$ cat src/hdl/assert_macros.svh
// Assertion macros shared by the deframer modules.
`ifndef ASSERT_MACROS_SVH
`define ASSERT_MACROS_SVH
`ifndef NO_ASSERTIONS
`define PDC_ASSERT(label, clk, rst, prop) \
   label: assert property (@(posedge clk) disable iff (rst) prop) \
      else $error("assertion failed");
`define PDC_NEVER(label, clk, rst, cond) \
   label: assert property (@(posedge clk) disable iff (rst) !(cond)) \
      else $error("forbidden condition seen");
`else
`define PDC_ASSERT(label, clk, rst, prop)
`define PDC_NEVER(label, clk, rst, cond)
`endif
`endif

$ cat src/hdl/pdc_pkg.sv
// Types, codes and helpers shared by the packet deframer modules.
package pdc_pkg;

   localparam int HEADER_BYTES = 8;
   localparam logic [2:0] HEADER_LAST = 3'(HEADER_BYTES - 3);

   localparam logic OP_BYTE = 1'b0;
   localparam logic OP_TICK = 1'b1;

   localparam logic KIND_BYTE   = 1'b0;
   localparam logic KIND_STATUS = 1'b1;

   localparam logic [2:0] ST_OK           = 3'd0;
   localparam logic [2:0] ST_LEN_TOO_BIG  = 3'd1;
   localparam logic [2:0] ST_LEN_CHECK    = 3'd2;
   localparam logic [2:0] ST_SUM_BAD      = 3'd3;
   localparam logic [2:0] ST_HEAD_TIMEOUT = 3'd4;
   localparam logic [2:0] ST_DATA_TIMEOUT = 3'd5;

   typedef enum logic [1:0] {
      CSR_START_HIGH   = 2'd0,
      CSR_START_LOW    = 2'd1,
      CSR_MAX_LENGTH   = 2'd2,
      CSR_BYTE_TIMEOUT = 2'd3
   } csr_index_type;

   typedef enum logic [1:0] {
      PH_HUNT = 2'd0,
      PH_MARK = 2'd1,
      PH_HEAD = 2'd2,
      PH_DATA = 2'd3
   } phase_type;

   typedef struct packed {
      logic       op;
      logic [7:0] rx_byte;
   } req_type;

   typedef struct packed {
      logic        kind;
      logic [7:0]  payload_byte;
      logic [2:0]  status;
      logic [15:0] frame_length;
      logic        last;
   } rsp_type;

   typedef struct packed {
      logic [7:0]  start_high;
      logic [7:0]  start_low;
      logic [15:0] max_length;
      logic [15:0] byte_timeout;
   } cfg_type;

   typedef struct packed {
      logic    push0;
      logic    push1;
      rsp_type item0;
      rsp_type item1;
   } push_type;

   function automatic rsp_type make_byte(input logic [7:0] value);
      rsp_type r;
      r.kind         = KIND_BYTE;
      r.payload_byte = value;
      r.status       = ST_OK;
      r.frame_length = 16'h0000;
      r.last         = 1'b0;
      return r;
   endfunction

   function automatic rsp_type make_status(input logic [2:0] code, input logic [15:0] len);
      rsp_type r;
      r.kind         = KIND_STATUS;
      r.payload_byte = 8'h00;
      r.status       = code;
      r.frame_length = len;
      r.last         = 1'b1;
      return r;
   endfunction

endpackage

$ cat src/hdl/packet_deframer_checksum.sv
// Top level of the framed packet receiver with 16-bit payload checksum.
// Takes one request per cycle (a received byte or a timer tick) and
// finishes it in that same cycle; results go through a four-entry queue,
// so a request is taken whenever at least two queue entries are free. The
// last payload byte of a frame gives two results (the byte, then the
// closing status), every other request gives at most one, so a reader
// that always takes results never stalls the input. Write configuration
// only while no frame is open.
module packet_deframer_checksum (
   input  logic              clock,
   input  logic              reset,
   input  logic              req_valid,
   output logic              req_ready,
   input  pdc_pkg::req_type  req_payload,
   output logic              rsp_valid,
   input  logic              rsp_ready,
   output pdc_pkg::rsp_type  rsp_payload,
   input  logic              csr_valid,
   output logic              csr_ready,
   input  logic [1:0]        csr_index,
   input  logic [15:0]       csr_wdata
);

   pdc_pkg::cfg_type  cfg;
   pdc_pkg::push_type push;
   logic              has_room;

   assign req_ready = has_room;

   pdc_csr u_csr (
      .clock     (clock),
      .reset     (reset),
      .csr_valid (csr_valid),
      .csr_ready (csr_ready),
      .csr_index (csr_index),
      .csr_wdata (csr_wdata),
      .cfg       (cfg)
   );

   pdc_core u_core (
      .clock  (clock),
      .reset  (reset),
      .accept (req_valid && req_ready),
      .req    (req_payload),
      .cfg    (cfg),
      .push   (push)
   );

   pdc_out_queue u_queue (
      .clock       (clock),
      .reset       (reset),
      .push        (push),
      .has_room    (has_room),
      .rsp_valid   (rsp_valid),
      .rsp_ready   (rsp_ready),
      .rsp_payload (rsp_payload)
   );

endmodule

$ cat src/hdl/pdc_csr.sv
// Configuration registers of the packet deframer.
module pdc_csr (
   input  logic                   clock,
   input  logic                   reset,
   input  logic                   csr_valid,
   output logic                   csr_ready,
   input  logic [1:0]             csr_index,
   input  logic [15:0]            csr_wdata,
   output pdc_pkg::cfg_type       cfg
);

   pdc_pkg::cfg_type cfg_ff, cfg_in;

   assign csr_ready = 1'b1;
   assign cfg       = cfg_ff;

   always_comb begin
      cfg_in = cfg_ff;
      if (csr_valid) begin
         unique case (pdc_pkg::csr_index_type'(csr_index))
            pdc_pkg::CSR_START_HIGH:   cfg_in.start_high   = csr_wdata[7:0];
            pdc_pkg::CSR_START_LOW:    cfg_in.start_low    = csr_wdata[7:0];
            pdc_pkg::CSR_MAX_LENGTH:   cfg_in.max_length   = csr_wdata;
            pdc_pkg::CSR_BYTE_TIMEOUT: cfg_in.byte_timeout = csr_wdata;
            default:                   cfg_in = cfg_ff;
         endcase
      end
   end

   always_ff @(posedge clock) begin
      if (reset) begin
         cfg_ff.start_high   <= 8'hAA;
         cfg_ff.start_low    <= 8'h55;
         cfg_ff.max_length   <= 16'd1024;
         cfg_ff.byte_timeout <= 16'd1000;
      end else begin
         cfg_ff <= cfg_in;
      end
   end

endmodule

$ cat src/hdl/pdc_core.sv
// Frame state machine, header checks and payload checksum.
`include "assert_macros.svh"
module pdc_core (
   input  logic               clock,
   input  logic               reset,
   input  logic               accept,
   input  pdc_pkg::req_type   req,
   input  pdc_pkg::cfg_type   cfg,
   output pdc_pkg::push_type  push
);

   pdc_pkg::phase_type phase_ff, phase_in;
   logic [2:0]  pos_ff, pos_in;
   logic [7:0]  length_high_ff, length_high_in;
   logic [15:0] payload_length_ff, payload_length_in;
   logic [7:0]  length_check_ff, length_check_in;
   logic [15:0] received_sum_ff, received_sum_in;
   logic [15:0] bytes_seen_ff, bytes_seen_in;
   logic [15:0] running_sum_ff, running_sum_in;
   logic [7:0]  pending_high_ff, pending_high_in;
   logic [15:0] idle_ticks_ff, idle_ticks_in;

   logic [16:0] tick_next;
   logic        odd_pos;
   logic        is_last;
   logic [15:0] seen_next;
   logic [15:0] add;
   logic [16:0] sum_wide;
   logic [15:0] folded;

   always_comb begin
      tick_next = {1'b0, idle_ticks_ff} + 17'd1;
      odd_pos   = bytes_seen_ff[0];
      seen_next = bytes_seen_ff + 16'd1;
      is_last   = (seen_next == payload_length_ff);
      if (odd_pos) begin
         add = {pending_high_ff, req.rx_byte};
      end else if (is_last) begin
         add = {8'h00, req.rx_byte};
      end else begin
         add = 16'h0000;
      end
      sum_wide = {1'b0, running_sum_ff} + {1'b0, add};
      folded   = sum_wide[15:0] + {15'd0, sum_wide[16]};
   end

   always_comb begin
      phase_in          = phase_ff;
      pos_in            = pos_ff;
      length_high_in    = length_high_ff;
      payload_length_in = payload_length_ff;
      length_check_in   = length_check_ff;
      received_sum_in   = received_sum_ff;
      bytes_seen_in     = bytes_seen_ff;
      running_sum_in    = running_sum_ff;
      pending_high_in   = pending_high_ff;
      idle_ticks_in     = idle_ticks_ff;
      push.push0        = 1'b0;
      push.push1        = 1'b0;
      push.item0        = pdc_pkg::make_byte(req.rx_byte);
      push.item1        = pdc_pkg::make_status(pdc_pkg::ST_OK, payload_length_ff);

      if (accept) begin
         if (req.op == pdc_pkg::OP_TICK) begin
            if (phase_ff == pdc_pkg::PH_HEAD || phase_ff == pdc_pkg::PH_DATA) begin
               if (tick_next > {1'b0, cfg.byte_timeout}) begin
                  push.push0    = 1'b1;
                  push.item0    = (phase_ff == pdc_pkg::PH_HEAD)
                     ? pdc_pkg::make_status(pdc_pkg::ST_HEAD_TIMEOUT, 16'h0000)
                     : pdc_pkg::make_status(pdc_pkg::ST_DATA_TIMEOUT, payload_length_ff);
                  phase_in      = pdc_pkg::PH_HUNT;
                  pos_in        = 3'd0;
                  idle_ticks_in = 16'h0000;
               end else begin
                  idle_ticks_in = tick_next[15:0];
               end
            end
         end else begin
            unique case (phase_ff)
               pdc_pkg::PH_HUNT: begin
                  if (req.rx_byte == cfg.start_high) begin
                     phase_in = pdc_pkg::PH_MARK;
                  end
               end
               pdc_pkg::PH_MARK: begin
                  if (req.rx_byte == cfg.start_low) begin
                     phase_in      = pdc_pkg::PH_HEAD;
                     pos_in        = 3'd0;
                     idle_ticks_in = 16'h0000;
                  end else begin
                     phase_in = pdc_pkg::PH_HUNT;
                  end
               end
               pdc_pkg::PH_HEAD: begin
                  idle_ticks_in = 16'h0000;
                  case (pos_ff)
                     3'd0:    length_high_in    = req.rx_byte;
                     3'd1:    payload_length_in = {length_high_ff, req.rx_byte};
                     3'd2:    ;
                     3'd3:    length_check_in   = req.rx_byte;
                     3'd4:    received_sum_in   = {req.rx_byte, 8'h00};
                     default: received_sum_in   = {received_sum_ff[15:8], req.rx_byte};
                  endcase
                  if (pos_ff < pdc_pkg::HEADER_LAST) begin
                     pos_in = pos_ff + 3'd1;
                  end else begin
                     pos_in = 3'd0;
                     if (payload_length_ff > cfg.max_length) begin
                        push.push0 = 1'b1;
                        push.item0 = pdc_pkg::make_status(pdc_pkg::ST_LEN_TOO_BIG,
                                                          payload_length_ff);
                        phase_in   = pdc_pkg::PH_HUNT;
                     end else if (length_check_ff !=
                                  (length_high_ff ^ payload_length_ff[7:0])) begin
                        push.push0 = 1'b1;
                        push.item0 = pdc_pkg::make_status(pdc_pkg::ST_LEN_CHECK,
                                                          payload_length_ff);
                        phase_in   = pdc_pkg::PH_HUNT;
                     end else if (payload_length_ff == 16'h0000) begin
                        push.push0 = 1'b1;
                        push.item0 = pdc_pkg::make_status(
                           (received_sum_in == 16'h0000) ? pdc_pkg::ST_OK
                                                         : pdc_pkg::ST_SUM_BAD,
                           16'h0000);
                        phase_in   = pdc_pkg::PH_HUNT;
                     end else begin
                        phase_in        = pdc_pkg::PH_DATA;
                        bytes_seen_in   = 16'h0000;
                        running_sum_in  = 16'h0000;
                        pending_high_in = 8'h00;
                     end
                  end
               end
               pdc_pkg::PH_DATA: begin
                  idle_ticks_in  = 16'h0000;
                  push.push0     = 1'b1;
                  push.item0     = pdc_pkg::make_byte(req.rx_byte);
                  bytes_seen_in  = seen_next;
                  running_sum_in = folded;
                  if (!odd_pos) begin
                     pending_high_in = req.rx_byte;
                  end
                  if (is_last) begin
                     push.push1 = 1'b1;
                     push.item1 = pdc_pkg::make_status(
                        (~folded == received_sum_ff) ? pdc_pkg::ST_OK
                                                     : pdc_pkg::ST_SUM_BAD,
                        payload_length_ff);
                     phase_in   = pdc_pkg::PH_HUNT;
                     pos_in     = 3'd0;
                  end
               end
               default: phase_in = pdc_pkg::PH_HUNT;
            endcase
         end
      end
   end

   always_ff @(posedge clock) begin
      if (reset) begin
         phase_ff          <= pdc_pkg::PH_HUNT;
         pos_ff            <= 3'd0;
         length_high_ff    <= 8'h00;
         payload_length_ff <= 16'h0000;
         length_check_ff   <= 8'h00;
         received_sum_ff   <= 16'h0000;
         bytes_seen_ff     <= 16'h0000;
         running_sum_ff    <= 16'h0000;
         pending_high_ff   <= 8'h00;
         idle_ticks_ff     <= 16'h0000;
      end else begin
         phase_ff          <= phase_in;
         pos_ff            <= pos_in;
         length_high_ff    <= length_high_in;
         payload_length_ff <= payload_length_in;
         length_check_ff   <= length_check_in;
         received_sum_ff   <= received_sum_in;
         bytes_seen_ff     <= bytes_seen_in;
         running_sum_ff    <= running_sum_in;
         pending_high_ff   <= pending_high_in;
         idle_ticks_ff     <= idle_ticks_in;
      end
   end

   `PDC_NEVER(a_second_alone, clock, reset, push.push1 && !push.push0)
   `PDC_NEVER(a_data_len_zero, clock, reset,
              phase_ff == pdc_pkg::PH_DATA && payload_length_ff == 16'h0000)
   `PDC_NEVER(a_pos_range, clock, reset, pos_ff > pdc_pkg::HEADER_LAST)
   `PDC_ASSERT(a_pair_ends_frame, clock, reset,
               push.push1 |-> (push.item0.kind == pdc_pkg::KIND_BYTE &&
                               push.item1.last && phase_in == pdc_pkg::PH_HUNT))

endmodule

$ cat src/hdl/pdc_out_queue.sv
// Four-entry result queue taking up to two results per cycle.
`include "assert_macros.svh"
module pdc_out_queue (
   input  logic               clock,
   input  logic               reset,
   input  pdc_pkg::push_type  push,
   output logic               has_room,
   output logic               rsp_valid,
   input  logic               rsp_ready,
   output pdc_pkg::rsp_type   rsp_payload
);

   pdc_pkg::rsp_type mem_ff [4];
   logic [1:0] wr_ptr_ff, wr_ptr_in;
   logic [1:0] rd_ptr_ff, rd_ptr_in;
   logic [2:0] count_ff, count_in;
   logic       pop;
   logic [1:0] n_push;

   assign has_room    = (count_ff <= 3'd2);
   assign rsp_valid   = (count_ff != 3'd0);
   assign rsp_payload = mem_ff[rd_ptr_ff];
   assign pop         = rsp_valid && rsp_ready;

   always_comb begin
      n_push    = {1'b0, push.push0} + {1'b0, push.push1};
      wr_ptr_in = wr_ptr_ff + n_push;
      rd_ptr_in = rd_ptr_ff + {1'b0, pop};
      count_in  = count_ff + {1'b0, n_push} - {2'b00, pop};
   end

   always_ff @(posedge clock) begin
      if (push.push0) begin
         mem_ff[wr_ptr_ff] <= push.item0;
      end
      if (push.push1) begin
         mem_ff[wr_ptr_ff + 2'd1] <= push.item1;
      end
   end

   always_ff @(posedge clock) begin
      if (reset) begin
         wr_ptr_ff <= 2'd0;
         rd_ptr_ff <= 2'd0;
         count_ff  <= 3'd0;
      end else begin
         wr_ptr_ff <= wr_ptr_in;
         rd_ptr_ff <= rd_ptr_in;
         count_ff  <= count_in;
      end
   end

   `PDC_NEVER(a_count_range, clock, reset, count_ff > 3'd4)
   `PDC_NEVER(a_push_no_room, clock, reset, push.push0 && !has_room)
   `PDC_NEVER(a_ptr_gap, clock, reset,
              count_ff != 3'd4 && (wr_ptr_ff - rd_ptr_ff) != count_ff[1:0])

endmodule
$ cat config.mk
export PLATFORM = sky130hd
export DESIGN_NAME = packet_deframer_checksum
export DESIGN_NICKNAME = d
export VERILOG_FILES = /design/src/hdl/pdc_pkg.sv /design/src/hdl/packet_deframer_checksum.sv /design/src/hdl/pdc_csr.sv /design/src/hdl/pdc_core.sv /design/src/hdl/pdc_out_queue.sv
export VERILOG_INCLUDE_DIRS = /design/src /design/src/hdl
export SDC_FILE = /design/constraint.sdc
export NUM_CORES = 1
export LEC_CHECK = 0
export BUFFER_PORTS_ARGS = -buffer_cell sky130_fd_sc_hd__buf_2
export CORE_MARGIN = 8
export CORE_UTILIZATION = 30
export CTS_CLUSTER_DIAMETER = 30
export DETAILED_ROUTE_END_ITERATION = 12
export PLACE_DENSITY = 0.42
export SYNTH_ARGS = -nofsm -noshare
export SYNTH_HDL_FRONTEND = slang
export SYNTH_SLANG_ARGS = --single-unit
$ cat constraint.sdc
create_clock -name clock -period 7.74 [get_ports clock]
set_clock_uncertainty 0.1 [all_clocks]
set_input_delay 0.387 -clock clock [delete_from_list [all_inputs] [get_ports clock]]
set_output_delay 0.387 -clock clock [all_outputs]
set_load 0.01 [all_outputs]
==> impl_results.md <==
* Syn-to-layout area delta at 25.3%
* Final core occ at 37.8%
* Total track usage at 16.0%
* Initial DRC Count at 745
* Met1 Use GR at 20.9%
* RSZ-0062 raised after global routing: no
* # clock sinks at 276
* Min-Delay Path Depth at 3
* CP Max Fanout at 8
* Port Buffer Count at 62
* Relative slew slack at 26.6%
* Reg2Reg Setup Slack at 640 ps
* Syn. warnings at 0
* Die Width at 240 microns
* Routed WL at 45.9 mm
* Avg WL per Cell at 18.9 microns
* Main combinational cell family by area after synthesis: simple AND/OR/NAND/NOR gates
* CP max-delay cell: or3_4
* # rows at 82
* Number of primary I/O pins at 64
* Compound-Gate Fraction of Synth Area at 15.0%
* HPWL after detailed placement at 31.2 mm
* DRC viols at 0
* Pwr/cell area at 270 mW/mm^2
* Initial Utilization at 30.2%
* Adder-cell area share of the yosys netlist at 5.67%
* Share of cells above drive strength 1 at 17.0%
* DR pass1 iterations at 5
* Crit path arrival time at 7340 ps
* Number of flops mapped to enable cells by yosys at 72
* CP endpoint kind: flop
* Final Hold Fails at 0
* Core box area at 0.0499 sq mm
* Asr flop ratio synth at 0%
* Nets at 1,795
* Synthesized instance count at 1,602
* Busiest grt layer: met2
* Final Critical Period at 7100 ps
* First-pass GRT wire length at 71.4 mm
* DIE HEIGHT at 240 microns
* # diodes at 0
* Sequential area share after synthesis at 41.5%
* Syn_nets at 1,701
* Primary FF master, synth: dfxtp_1
* Fmax at 141 MHz
* Syn_area_per_cell at 9.39 sq um
* Max-Cap Viols at 0
* Largest net degree at the start of global routing at 100
* Tcrit/Tclk final at 91.8%
* Clock transition at path regs at 40 ps
* Met2 Track Usage GR at 25.8%
* Worst skew pair latency at 600 ps
* Worst Reg-to-Reg Cells at 29
* Yosys cell types at 86
* Crit path largest cell delay at 440 ps
* DIE AREA at 0.0576 sq mm
* Vias at 12,066
* Vias per cell at 4.97
* Global placement routability congestion at 0.808
* Worst hold path type: input port to flop
* Kind of critical path: flop to flop
* Synth Register Bits at 276
* TritonCTS Buffers at 79
* Global route total overflow at 0
* GR Util met3 at 3.16%
* Pleak at 7.17 nW
* Actual slew at the worst max-slew pin at 1100 ps
* CTS Root Cell: clkbuf_16
* H-tree depth at 3
* Status: finished, final reports clean
* Sum Neg Setup Slack at 0 ps
* Longest Clk Path Bufs at 3
* Hold slack final at 31.8 ps
* TritonCTS clock tree: built
* Post-Synth XOR/XNOR Area at 6.96%
* Mux contribution to synthesized area at 5.87%
* Final setup vio count at 0
* Final ANT Viol Nets at 0
* Fin. max-slew vios at 0
* Startpoint types: flop
* Initial antenna violation count at 1
* VDD IR max at 0.155 mV
* Simple-Gate Fraction of Synth Area at 20.9%
* Vias in the first global route at 12,172
* WP data required at 7970 ps
* Synthesized area at 0.0151 sq mm
[synth_stat cells, types with 7 or more instances]
master,count,area share (%)
dfxtp_1,204,27
nand2_1,161,4.0
nor2_1,142,3.5
a21oi_1,122,4.1
clkbuf_1,77,1.9
edfxtp_1,72,14
ha_1,65,5.4
xnor2_1,65,3.8
inv_1,62,1.5
nor2b_1,59,2.5
and2_1,46,1.9
a22o_1,41,2.4
nand3_1,39,1.3
xor2_1,37,2.2
a22oi_1,33,1.6
o21ai_0,33,1.1
mux4_2,28,4.2
a21o_1,26,1.3
nor4_1,25,1.0
mux2i_1,23,1.5
nor3_1,23,0.76
nand3b_1,22,1.1
a211o_1,15,0.87
and3_1,15,0.62
nand4_1,13,0.54
buf_2,8,0.27
nand2b_1,7,0.29
nor3b_1,7,0.35
o21a_1,7,0.35
[area by class of cell]
type / count / area [sq um]
fillers: 5018 / 31000
multi-input cells: 1170 / 8240
flip-flops and latches: 276 / 6250
clock buffers: 101 / 2180
well taps: 672 / 841
repair buffers: 107 / 681
clock inverters: 39 / 440
inverters: 62 / 233
[cell families after synthesis]
kind of cell             after synthesis
AND/OR/NAND/NOR                      607
XOR/XNOR                             109
multiplexers                          53
other                                  1
AO/OA/AOI/OAI                        333
adder cells (fa/ha/maj)               67
flip-flops                           276
buffers and inverters                156
[metrics by stage]
step	cell area [sq um]	setup slack, ps	power (W)	std cells
6_report	18900	635	0.00509	2427
5_1_grt	18900	30.3	0.00529	2427
3_3_place_gp	16100	699	0.00198	2274
3_5_place_dp	16100	543	0.00198	2274
4_1_cts	18800	508	0.00517	2426
2_1_floorplan	15100	1430	0.00183	1602
[flip-flops by register name (all words and copies together), names as in the netlist, 16 cells and up]
signal and cells:
u_core.running_sum_ff 16, u_core.idle_ticks_ff 16, u_core.bytes_seen_ff 16, u_core.received_sum_ff 16, u_core.payload_length_ff 16, u_csr.cfg 48, u_queue.mem_ff 112
[worst max-delay path: cells and delay by family (launching register included)]
kind            cells  cell delay [ps]
buf+inv             2              250
simple gates       14             3100
fa+ha+maj           4             1070
xor+xnor            1              140
flops               1              380
compound gates      8             1810
[worst paths after layout]
| check | startpoint | to |
|---|---|---|
| worst max register to register | u_core.bytes_seen_ff[1]$_SDFFE_PP0P_ | u_queue.mem_ff[0][18]$_DFFE_PP_ |
| worst min-delay path | csr_wdata[2] | u_csr.cfg[2]$_SDFFE_PP0P_ |
| worst min register to register | u_queue.mem_ff[1][0]$_SDFFE_PP1P_ | u_queue.mem_ff[1][0]$_SDFFE_PP1P_ |
| worst max-delay path | u_core.bytes_seen_ff[1]$_SDFFE_PP0P_ | u_queue.mem_ff[0][18]$_DFFE_PP_ |
[metal layers]
metal  share of wire [%]  wire, microns  vias up
met4                 2.5           1140        2
met1                  47          21500     5815
li1                    -              -     5937
met3                 4.4           2030       71
met5               0.017              8        -
met2                  46          21200      241
[cells in the final DEF, fill, tap and decap left out, types with 10 or more instances in the layout]
cell and n:
clkbuf_1 10, nor2b_1 59, nand3_1 39, a22o_1 41
nand2_1 161, ha_1 65, dlygate4sd3_1 12, a211o_1 15
mux2i_1 23, nor3_1 23, buf_2 61, nor2_1 141
clkinv_2 17, nor4_1 24, clkbuf_16 79, inv_1 62
nand3b_1 22, o21ai_0 32, xor2_1 36, a21oi_1 119
buf_4 34, and3_1 15, a21o_1 26, mux4_2 28
a22oi_1 33, xnor2_1 65, edfxtp_1 72, dfxtp_1 203
nand4_1 13, and2_1 46, clkbuf_8 12
[where the power goes]
group	internal [W]	leakage (nW)	switching (W)
clock	0.00218	1.30	0.000966
sequential	0.00150	2.23	0.0000106
combinational	0.000202	3.64	0.000232
[timing repair]
action	CTS	global route
setup buffers	0	1
gates resized for setup	0	6
endpoints found under the hold margin	22	0
hold buffers	12	0
endpoints found under the setup margin	0	8
Note: power is estimated with default switching activity, not from simulation.
